$ cat config.mk
export PLATFORM = sky130hd
export DESIGN_NAME = clhm_ram
export DESIGN_NICKNAME = d
export VERILOG_FILES = /design/src/hdl/clhm_ram.sv
export SDC_FILE = /design/constraint.sdc
export NUM_CORES = 2
export LEC_CHECK = 0
export ABC_AREA = 1
export BUFFER_PORTS_ARGS = -buffer_cell sky130_fd_sc_hd__buf_2
export CAP_MARGIN = 10
export CORE_ASPECT_RATIO = 1.1
export CORE_MARGIN = 2
export CORE_UTILIZATION = 55
export DETAILED_ROUTE_END_ITERATION = 7
export PLACE_DENSITY = 0.71
export SLEW_MARGIN = 30
export SYNTH_ARGS = -nofsm -noshare
export SYNTH_HDL_FRONTEND = slang
export SYNTH_SLANG_ARGS = --single-unit
export TNS_END_PERCENT = 5
$ cat constraint.sdc
create_clock -name clk -period 10.07 [get_ports clk]
set_clock_uncertainty 0.2 [all_clocks]
set_input_delay 2.014 -clock clk [delete_from_list [all_inputs] [get_ports clk]]
set_output_delay 2.014 -clock clk [all_outputs]
set_load 0.005 [all_outputs]
$ cat src/hdl/clhm_ram.sv
module clhm_ram
    #(
        parameter int WIDTH = 64,
        parameter int DEPTH = 32,
        localparam int AW = (DEPTH > 1) ? $clog2(DEPTH) : 1
    )
    (
        input  logic             clk,
        input  logic             we,
        input  logic [AW-1:0]    waddr,
        input  logic [WIDTH-1:0] wdata,
        input  logic             re,
        input  logic [AW-1:0]    raddr,
        output logic [WIDTH-1:0] rdata
    );

    logic [WIDTH-1:0] mem [DEPTH];

    always_ff @(posedge clk)
    begin
        if (we)
        begin
            mem[waddr] <= wdata;
        end
        if (re)
        begin
            rdata <= mem[raddr];
        end
    end

endmodule

Word-level counts from Yosys, hierarchy flattened
Memories as Yosys holds them, arrays and structs flattened. A register that Yosys moved wholly into a read port is not among the register bits.
Cells that the tools add are included.
{"block": "totals", "word_cells": 3, "output_inout_bits": 64, "n_memories": 1, "ff_bits": 0, "ramBits": 2048}
{"name": "mem", "words": 32, "width": 64, "rd": 1, "rd_clocked_by_memory_dff": 1, "write_ports": 1, "line_no": "17", "rtl": "logic [WIDTH-1:0] mem [DEPTH];"}
{"block": "op_classes", "muxes": 2}
{"op": "$mux W1", "n": 2}

Longest topological paths before layout
{"block": "depth", "ltp_word": 2, "mapped_depth": 12, "mapped_depth_nobuf": 9}

Least setup slack after synthesis
Ideal clock, no wire load.
{"block": "synth_path", "path_type": "input port to flip-flop", "startpoint": "input port waddr[0]", "endpoint": "memory mem[0][0], enable pin", "required_time_ps": 9384, "path_stages": 3, "setup_slack_ps": 4392, "arrival_ps": 4991, "path_buffers": 0, "cell_sequence": "inv_1 > nand3_1 > nor2_1"}
{"item": "start, declared", "line_no": "10", "rtl": "input logic [AW-1:0] waddr,"}
{"item": "end, declared", "line_no": "17"}
Straight into the memory's write port.

Final worst setup path
{"block": "layout_path", "startpoint": "input port waddr[1]", "endpoint": "memory mem[17][1], enable pin"}
Straight into the memory's write port.

==> results.md <==
* Status: complete, no violations
* Count of final setup violators at 0
* Synth warn at 0
* Final net count at approximately 6900
* Maximum fanout along the worst path at 29
* RSZ-0062 raised after global routing: no
* Synthesized cell area at around 84000 sq um
* Num Clock Sinks at 2112
* Routed len/inst at 25.0 um
* Synth top area share at 0.758
* Synth unique cells at 12
* Final ANT Viol Nets at 0
* FF-to-FF setup slack at between 8 and 9 ns
* First-pass iteration count of the detailed router at 6
* Internal power at 0.0139 W
* Buffers on Ports at 140
* Synth Register Bits at 2112
* CP Capture Type: flip-flop
* Multi-input logic area at 18300 sq um
* Worst rel slew slack at 0.301
* Row cnt at 150
* Clk_lat worst skew at 0.83 ns
* Worst R2R End: rdata[15]$_DFFE_PP_
* Post-CTS setup buffers at 0
* CTS Buf Count at 201
* CTS tree: done
* Total negative slack at 0 ns
* Initial antenna violation count at 18
* Switching pwr at roughly 0.0040 W
* DRC Markers at 0
* CP required at 10.35 ns
* Total power at 0.0179 W
* Final period utilization at 0.472
* Total GRT Usage at 0.288
* Core Region at approximately 150000 sq um
* Slowest-stage cell, CP: nor2_4
* Largest net degree at the start of global routing at 218
* CP endpoint: mem[17][1]$_DFFE_PP_
* Post-synthesis instance total at 6768
* Total gr overflow at 0
* Synth Area per Inst at ~12 sq um
* Final Critical Period at 4.75 ns
* HPWL after detailed placement at around 110000 um
* Fill count at ~11000
* Worst-margin pin slew at 1.05 ns
* Register area share after synthesis at 0.758
* Post-CTS Resized at 0
* Worst-path clk slew at 0.06 ns
* Via/cell ratio at 6.08
* Dominant cells by area after synthesis: edfxtp_1, nand3_1, nand2_1
* H-Tree Depth at 4
* Pwr dens at 194 nW/um^2
* Total routed wirelength at 223000 um
* DR iter-0 viols at 7473
* Clock Tree Root: clkbuf_16
* Register area at 63400 sq um
* Crit path from: waddr[1]
* Most frequent cell on the critical path: buf_4
* Final core utilization at 0.608
* Die width at about 380 um
* Dominant cell type by area after synthesis: edfxtp_1
* Max incr delay on CP at approximately 0.97 ns
* Non-filler cells, final at 8914
* DIE AREA at ~160000 sq um
* # IOs at 141
* Type of origin of the critical path: primary input
* Post-CTS Hold Fix Bufs at 0
* P&R area growth vs syn at 10.1%
* GPL Wtd Cong at around 0.79
* Reg2reg path depth at 8
* Via count at 54180
* WS Path Type: in -> reg
* Leakage at 32.6 nW
* Placed Cells at 8545
* Sw frac at 0.223
* Vias in the first global route at approximately 53000
* Die height at 413 um
* Crit-path cells: buf_2 > inv_1 > nand3_1 > nor2_4 > buf_4 > buf_4
* R2r startpoint: mem[16][15]$_DFFE_PP_
* Max-cap violations at 0
* First-pass GRT wire length at ~330000 um
* Maximum vdd drop at 0.169 mV
* Fmax at 210 MHz
* Clock power share at 0.391
* Worst Path Arrival at 5.03 ns
* CTS max path bufs at 3
* Pins Over Slew Limit at 0
* Layout cells sized above 1 at 0.0775
* Final Hold Viols at 0
* Comb pwr share at 0.057
* Flop pwr share at 0.552
* Worst hold path type: reg -> reg
* Initial Utilization at 0.552
* Synthesized net count at 6845
[how the worst min path moves through the flow]
stage | startpoint | to | slack (ns) | cells past startpoint
2_1_floorplan | mem[20][10]$_DFFE_PP_ | rdata[10]$_DFFE_PP_ | 0.52 | 6
3_3_place_gp | mem[20][30]$_DFFE_PP_ | rdata[30]$_DFFE_PP_ | 0.55 | 6
3_5_place_dp | mem[12][41]$_DFFE_PP_ | rdata[41]$_DFFE_PP_ | 0.56 | 6
4_1_cts | mem[12][41]$_DFFE_PP_ | rdata[41]$_DFFE_PP_ | 0.58 | 6
5_1_grt | mem[26][27]$_DFFE_PP_ | rdata[27]$_DFFE_PP_ | 0.64 | 6
6_report | mem[28][42]$_DFFE_PP_ | rdata[42]$_DFFE_PP_ | 0.58 | 6
[power by group through the flow]
stage	Combinational, W	Clock (W)	Sequential, W
global placement	0.000983	0	0.0100
floorplan	0.000596	0	0.0100
CTS	0.00101	0.00705	0.00985
global route	0.00112	0.00740	0.00985
finish	0.00102	0.00699	0.00985
detailed placement	0.00100	0	0.0100
[cell type report]
class | count | share of cell area
Antenna cell | 9 | 0.000245
Clock buffer | 255 | 0.0575
Clock inverter | 101 | 0.00738
Inverter | 10 | 0.000856
Multi-Input combinational cell | 4208 | 0.199
Sequential cell | 2112 | 0.689
Tap cell | 1976 | 0.0269
Timing Repair Buffer | 243 | 0.0194
[per-layer routing]
layer,share of wire,global-route usage,vias to the layer above
met5,0.00029,0,-
met4,0.036,0.113,12
met3,0.098,0.0489,494
met2,0.48,0.476,2974
met1,0.38,0.385,26642
li1,-,-,24058
[cell usage in the layout, fill, tap and decap left out, types with 3 or more instances in the layout]
master	Yosys	final
buf_12	0	7
inv_8	0	3
clkinv_1	0	48
buf_8	0	3
inv_1	7	5
clkbuf_16	0	204
buf_16	0	7
buf_2	275	134
diode_2	0	9
inv_16	0	3
edfxtp_1	2112	2112
nand2_1	2376	2376
clkbuf_1	82	51
bufinv_16	0	4
inv_6	0	7
buf_6	4	12
nand3_1	1800	1800
nor2_4	0	32
buf_4	28	80
clkinv_2	0	34
[worst max-delay path, delay by kind of cell]
kind,cells,cell delay (ns)
buffers and inverters,4,1.43
AND/OR/NAND/NOR,2,1.56
[flip-flops by register name, indices dropped and copies added, names as in the netlist]
| register | flops |
|---|---|
| rdata | 64 |
| mem | 2048 |
[cells in the mapped netlist]
cell / number
inv_4: 1
inv_2: 2
edfxtp_1: 2112
buf_2: 275
inv_1: 7
nor2_1: 32
clkbuf_1: 82
nand2_1: 2376
buf_6: 4
buf_1: 49
buf_4: 28
nand3_1: 1800
[per-stage QoR]
step | instance area (sq um) | hold WS, ns | setup slack [ns]
6_report | 92000 | 0.577 | 5.32
5_1_grt | 92000 | 0.641 | 5.22
4_1_cts | 91900 | 0.578 | 5.39
3_5_place_dp | 85900 | 0.562 | 4.52
3_3_place_gp | 85800 | 0.545 | 4.56
2_1_floorplan | 83600 | 0.516 | 4.39
[kinds of logic (layout without fill, tap and decap cells)]
family                 after synthesis  after routing  synth area share
buffers and inverters              448            609            0.0259
flip-flops                        2112           2112             0.758
other                                0              9                 0
AND/OR/NAND/NOR                   4208           4208             0.216
(Power assumes the default switching activity.)
