File: config.mk
export PLATFORM = sky130hd
export DESIGN_NAME = clhm_divsq
export DESIGN_NICKNAME = d
export VERILOG_FILES = /design/src/hdl/clhm_pkg.sv /design/src/hdl/clhm_divsq.sv
export SDC_FILE = /design/constraint.sdc
export NUM_CORES = 2
export LEC_CHECK = 0
export BUFFER_PORTS_ARGS = -buffer_cell sky130_fd_sc_hd__buf_2
export CAP_MARGIN = 20
export CORE_ASPECT_RATIO = 1.75
export CORE_UTILIZATION = 40
export DETAILED_ROUTE_END_ITERATION = 7
export PLACE_DENSITY = 0.52
export SLEW_MARGIN = 20
export SYNTH_ARGS = -nofsm -noshare
export SYNTH_HDL_FRONTEND = slang
export SYNTH_SLANG_ARGS = --single-unit
File: constraint.sdc
create_clock -name clk -period 9.8 [get_ports clk]
set_input_delay 1.96 -clock clk [delete_from_list [all_inputs] [get_ports clk]]
set_output_delay 1.96 -clock clk [all_outputs]
set_load 0.005 [all_outputs]
File: src/hdl/clhm_pkg.sv
package clhm_pkg;

    localparam int DEF_TASK_SLOTS   = 16;
    localparam int DEF_TIMED_IDS    = 32;
    localparam int DEF_ALL_IDS      = 64;
    localparam int DEF_HIST_BUCKETS = 32;

    localparam logic [10:0] US_DIVISOR = 11'd1000;

    // ceil(2^36 / 1000): exact quotient for any dividend below 2^26
    localparam logic [26:0] US_RECIP       = 27'd68719477;
    localparam int          US_RECIP_SHIFT = 36;

    localparam logic [1:0] OP_ENTRY = 2'd0;
    localparam logic [1:0] OP_EXIT  = 2'd1;
    localparam logic [1:0] OP_READ  = 2'd2;

    localparam logic [2:0] ST_ENTRY_STORED  = 3'd0;
    localparam logic [2:0] ST_ENTRY_IGNORED = 3'd1;
    localparam logic [2:0] ST_EXIT_MEASURED = 3'd2;
    localparam logic [2:0] ST_EXIT_NO_START = 3'd3;
    localparam logic [2:0] ST_EXIT_COUNTED  = 3'd4;
    localparam logic [2:0] ST_READ          = 3'd5;
    localparam logic [2:0] ST_BAD_ID        = 3'd6;

    // divide/square unit result
    typedef struct packed {
        logic        done;
        logic        nonzero;
        logic [5:0]  msb;
        logic [63:0] sq;
    } divsq_res_t;

    typedef struct packed {
        logic [2:0]  status;
        logic [63:0] elapsed_ns;
        logic [4:0]  bucket;
        logic [63:0] exit_count;
        logic [63:0] total_ns;
        logic [63:0] sum_sq_us;
        logic [63:0] histo_count;
        logic [63:0] call_count;
    } result_t;

endpackage

File: src/hdl/clhm_divsq.sv
module clhm_divsq
    import clhm_pkg::*;
    (
        input  logic        clk,
        input  logic        rst_n,
        input  logic        start,
        input  logic [63:0] dur,
        output divsq_res_t  res
    );

    typedef enum logic [2:0] {D_IDLE, D_QUO, D_REM, D_MUL0, D_MUL1, D_FIN} dstate_t;

    // position of the highest set bit, zero for a zero value
    function automatic logic [5:0] msb_of(input logic [63:0] v);
        logic [5:0] m;
        m = '0;
        for (int i = 0; i < 64; i++)
        begin
            if (v[i])
            begin
                m = 6'(i);
            end
        end
        return m;
    endfunction

    dstate_t     state_reg;
    logic [1:0]  cnt_reg;
    logic [9:0]  rem_reg;
    logic [63:0] dvd_reg;
    logic [63:0] q_reg;
    logic [15:0] qd_reg;
    logic [5:0]  msb_reg;
    logic        nz_reg;
    logic [63:0] prod_reg;
    logic [63:0] cross_reg;
    logic [63:0] sq_reg;
    logic        done_reg;

    logic [25:0] dig;
    logic [52:0] recip_p;
    logic [25:0] qd_x;
    logic [31:0] mul_b;
    logic [63:0] mul_p;

    // one 16-bit quotient digit per D_QUO/D_REM pass, high digit first
    assign dig     = {rem_reg, dvd_reg[63:48]};
    assign recip_p = dig * US_RECIP;
    assign qd_x    = qd_reg * US_DIVISOR;
    assign mul_b   = (state_reg == D_MUL0) ? q_reg[31:0] : q_reg[63:32];
    assign mul_p   = q_reg[31:0] * mul_b;

    always_ff @(posedge clk or negedge rst_n)
    begin
        if (!rst_n)
        begin
            state_reg <= D_IDLE;
            done_reg  <= 1'b0;
        end
        else
        begin
            done_reg <= 1'b0;
            unique case (state_reg)
                D_IDLE:
                begin
                    if (start)
                    begin
                        dvd_reg   <= dur;
                        rem_reg   <= '0;
                        q_reg     <= '0;
                        cnt_reg   <= '0;
                        nz_reg    <= |dur;
                        msb_reg   <= msb_of(dur);
                        state_reg <= D_QUO;
                    end
                end
                D_QUO:
                begin
                    qd_reg    <= recip_p[US_RECIP_SHIFT+15:US_RECIP_SHIFT];
                    state_reg <= D_REM;
                end
                D_REM:
                begin
                    rem_reg <= 10'(dig - qd_x);
                    q_reg   <= {q_reg[47:0], qd_reg};
                    dvd_reg <= {dvd_reg[47:0], 16'd0};
                    cnt_reg <= cnt_reg + 2'd1;
                    if (cnt_reg == 2'd3)
                    begin
                        state_reg <= D_MUL0;
                    end
                    else
                    begin
                        state_reg <= D_QUO;
                    end
                end
                D_MUL0:
                begin
                    prod_reg  <= mul_p;
                    state_reg <= D_MUL1;
                end
                D_MUL1:
                begin
                    cross_reg <= mul_p;
                    state_reg <= D_FIN;
                end
                D_FIN:
                begin
                    sq_reg    <= prod_reg + {cross_reg[30:0], 33'd0};
                    done_reg  <= 1'b1;
                    state_reg <= D_IDLE;
                end
                default:
                begin
                    state_reg <= D_IDLE;
                end
            endcase
        end
    end

    assign res.done    = done_reg;
    assign res.nonzero = nz_reg;
    assign res.msb     = msb_reg;
    assign res.sq      = sq_reg;

endmodule

# Word-level counts from Yosys, hierarchy flattened
# Cells that the tools add are included.
[op_classes] n_eq_ne=7 n_bitwise=0 n_shift=0 reduce_logical=14 n_mux=75 addsub=3 div=0 multipliers=3 order_cmp=0
[op_table] op="64-bit one-hot mux with 2 select lines" count=2
[op_table] op="6-bit 2-to-1 mux" count=30
[op_table] op="64-bit 2-to-1 mux" count=2
[op_table] op="5-bit 2-to-1 mux" count=16
[op_table] op="64-bit adder" count=1
[op_table] op="32-bit by 32-bit multiplier with 64-bit output" count=1
[op_table] op="64-bit OR reduction" count=1
[op_table] op="26-bit by 27-bit multiplier with 52-bit output (second input constant)" count=1
[op_table] op="32-bit 2-to-1 mux" count=1
[op_table] op="4-bit 2-to-1 mux" count=8
[op_table] op="32-bit OR reduction" count=1
[op_table] op="10-bit one-hot mux with 2 select lines" count=1
[op_table] op="16-bit by 7-bit multiplier with 7-bit output (second input constant)" count=1
[op_table] op="16-bit OR reduction" count=1
[op_table] op="3-bit 2-to-1 mux" count=5
[op_table] op="3-bit one-hot mux with 5 select lines" count=1
[op_table] op="10-bit 2-to-1 mux" count=1
[op_table] op="10-bit subtractor" count=1
[op_table] op="2-bit 2-to-1 mux" count=4
[op_table] op="2-bit AND reduction" count=4
[op_table] op="8-bit OR reduction" count=1
[op_table] op="3-bit by 2-bit == test with 1-bit output (second input constant)" count=2
[op_table] op="3-bit == test (second input constant)" count=2
[op_table] op="3-bit AND reduction" count=2
[op_table] op="other kinds (10)" count=12
[totals] ramBits=0 ff_bits=326 word_cells=119 n_memories=0 romBits=0 latch_bits=0 in_bits=67 output_inout_bits=72

# Longest topological paths before layout
[logic_depth] ltp_word=62 depth_mapped=36 depth_no_buf=31

# Least setup slack after synthesis
# OpenSTA, ideal clock, no wires.
[synth_path] kind="register -> register" startpoint="register state_reg[1]" endpoint="register prod_reg[56] (data pin)" setup_time_ns=0.277 required_ns=9.523 period_less_slack_ns=8.617 path_slack_ns=1.183 t_arrival_ns=8.341 n_path_buf=3 path_stages_with_launch=32 cell_sequence="dfrtp_1 clkbuf_1 nand2_1 nor2_1 clkbuf_1 nand2_1 nand2_1 clkbuf_1 nand2_1 fa_1 inv_1 fa_1 inv_1 fa_1 inv_1 fa_1 fa_1 inv_1 fa_1 fa_1 fa_1 inv_1 ha_1 o21a_1 o21a_1 nand2_1 or4b_1 o21a_2 a211o_1 a2111o_1 nand2_1 o211ai_1"
[synth_via] elab_chain_len=3
[synth_lines] item="start: declaration" line="clhm_divsq.sv:27" rtl="dstate_t state_reg;"
[synth_lines] item="start signal: assignment" line="clhm_divsq.sv:57" rtl="state_reg <= D_IDLE;"
[synth_lines] item="start signal: assignment" line="clhm_divsq.sv:74" rtl="state_reg <= D_QUO;"
[synth_lines] item="start signal: assignment" line="clhm_divsq.sv:80" rtl="state_reg <= D_REM;"
[synth_lines] item="3-bit by 2-bit == test with 1-bit output" line="clhm_divsq.sv:50" rtl="assign mul_b = (state_reg == D_MUL0) ? q_reg[31:0] : q_reg[63:32];"
[synth_lines] item="32-bit 2-to-1 mux" line="clhm_divsq.sv:50"
[synth_lines] item="32-bit by 32-bit multiplier with 64-bit output" line="clhm_divsq.sv:51" rtl="assign mul_p = q_reg[31:0] * mul_b;"
[synth_lines] item="net mul_p[56]" line="clhm_divsq.sv:44" rtl="logic [63:0] mul_p;"
[synth_lines] item="end signal: assignment" line="clhm_divsq.sv:99" rtl="prod_reg <= mul_p;"
[synth_lines] item="end: declaration" line="clhm_divsq.sv:35" rtl="logic [63:0] prod_reg;"
# The timed path passes the listed nets, and every way through them passes these cells.
# A chain may end at the register's enable or synchronous reset.

# Worst setup path after layout
[layout_path] startpoint="register state_reg[2]" endpoint="register prod_reg[42] (data pin)"
# Same word-level chain as after synthesis.

==> out/results.ini <==
[critical_path]
crit_top_cell = fa_1
worst_ep_required_time_ps = 10160
cp-start-kind = register
worst-path-buf-inv = 9
crit_type = register to register
crit_fanout = 23
slowest_stage = dfrtp_1
slowest_delay_ps = 640
critPathArrivalTime_ps = 9630
cp_top_family = adder cells
worst_setup_path_end_kind = register

[routing]
drtAntennaViolNets = 0
drt-total-wl_microns = 169000
wl_per_cell_microns = 21.78
remaining_drc_errors = 0
drt_iter0_drc = 1960
viasPerCell = 5.105
drtPass1Iterations = 5
vias = 39620

[floorplan]
dieArea_sq_um = 142900
core_area_sq_um = 140500
io-pin-count = 139
start_util = 0.4025
die_h_microns = 499.4
die_x_microns = 286.2
std_cell_rows = 182

[timing]
maxSlewHeadroom = 0.2016
setup_viol = 0
clock_skew_ps = 35.35
whs_ps = 417.2
setup_tns_ps = 0
tightest_slew_ps = 1185
layout_min_cycle_time_ps = 9269
finalWorstSetupSlack_ps = 530.6
final-hold-violation-count = 0
finalCritPeriodShare = 0.9459
max_freq_mhz = 107.9
rsz0062_at_grt = false
finalMaxSlewViolations = 0

[global_route]
grt_max_degree = 80
antenna_found_initial = 3
grt_pass1_wl_microns = 258700
grt.total_usage = 0.2419
grt_pass1_vias = 43920
overflow = 0

[synth]
synth_cell_types = 70
yosys-top-cells-count = inv_1 (1390), fa_1 (1113), nand2_1 (1043)
synth_area_sq_um = 56550
synth_top_area_cell = fa_1
synth_fp_nets = 7595
ys_top_cells_by_area = fa_1 (39%), edfxtp_1 (17%), ha_1 (13%)
postSynthCellCount = 5839
yosys_warnings = 0
synth_top_area_frac = 0.3940
ys_seq_elements = 326
synth.avg_cell_area_sq_um = 9.684
synth_edf_count = 322
synth.most_common_cell = inv_1
synth_seq_area_share = 0.1728
synth-main-ff-cell = edfxtp_1
synthArstFlopShare = 0.01227

[clock_tree]
cts_buffers = 37
cts_hold_buffers = 0
htree_num_levels = 2
cts_setup_buffers = 0
cts.path.max_buffers = 3
cts_tree = yes
clock-sinks = 326
path_clk_slew_ps = 60
clkLatencyLatePin_ps = 610
cts_root_buffer = clkbuf_16

[cells_and_area]
final_nets = 7647
drive_gt1_frac = 0.05898
fillerInstances = 13790
area_growth_pct = 7.629
utilization = 0.4332

[min_path]
hp-class = register to register

[run_status]
status = completed

[placement]
dp_hpwl_microns = 142600
gp_congestion = 0.9128
dp_slack_ps = 272.7
port_buffers = 138

[job]
drv_cap = 0

-- area by class of cell --
class                   count  area (sq um)  area share
diodes                      3         7.507   0.0001234
clock buffers              42         944.7     0.01552
clock inverters            23         251.5    0.004132
inverters                1390          5218     0.08573
multi-input cells        3870         40690      0.6686
flip-flops and latches    326          9769      0.1605
well taps                1840          2302     0.03783
repair buffers            266          1677     0.02755
-- stage by stage --
step / cells / cell area, sq um
after detailed placement: 7691 / 59640
final: 7760 / 60860
after floorplan: 5839 / 56550
after global routing: 7758 / 60860
after CTS: 7756 / 60840
after global placement: 7691 / 59640
-- logic make-up after synthesis --
kind of cell	Yosys count	share of synthesized area
multiplexers	7	0.001283
adder cells (fa/ha/maj)	1689	0.5215
XOR/XNOR	104	0.01611
AND/OR/NAND/NOR	1643	0.1300
buffers and inverters	1644	0.1096
flip-flops	326	0.1728
AO/OA/AOI/OAI	426	0.04879
-- per-layer routing --
| metal | global-route usage | up-vias | wire (microns) |
|---|---|---|---|
| met3 | 0.01939 | 379 | 5306 |
| met4 | 0.1272 | 0 | 10530 |
| met1 | 0.2432 | 20540 | 57010 |
| met2 | 0.4829 | 947 | 96180 |
| met5 | 0 | - | 0 |
| li1 | - | 17750 | - |
-- layout by cell type (no fill, tap or decap), drive strengths merged, types with 28 or more instances in the layout --
cell type  netlist  layout
xnor2           78      78
o21a            29      29
ha             576     576
edfxtp         322     322
nor2           117     118
o21ai          103     103
fa            1113    1113
nand2         1043    1043
buf              6     266
nand3           28      28
inv           1390    1392
and2           172     172
nor2b          143     143
a21o            45      45
clkbuf         248      42
a21oi          106     106
nor3            41      41
-- final timing paths --
kind / startpoint / to / slack [ps] / cells after the start
max: state_reg[2] / prod_reg[42] / 530 / 29
min: prod_reg[25] / sq_reg[25] / 420 / 0
max reg2reg: state_reg[2] / prod_reg[42] / 530 / 29
min reg2reg: prod_reg[25] / sq_reg[25] / 420 / 0
max in group asynchronous: rst_n / state_reg[1] / 8430 / 1
min in group asynchronous: rst_n / done_reg / 1190 / 1
-- repair_timing --
action	in CTS	in global routing
setup endpoints to repair	0	4
resized for setup	0	4
hold endpoints to repair	0	0
Power is left out: the tool's default activity adds up to more than one toggle a clock period on the data nets, which glitch-free logic cannot reach.
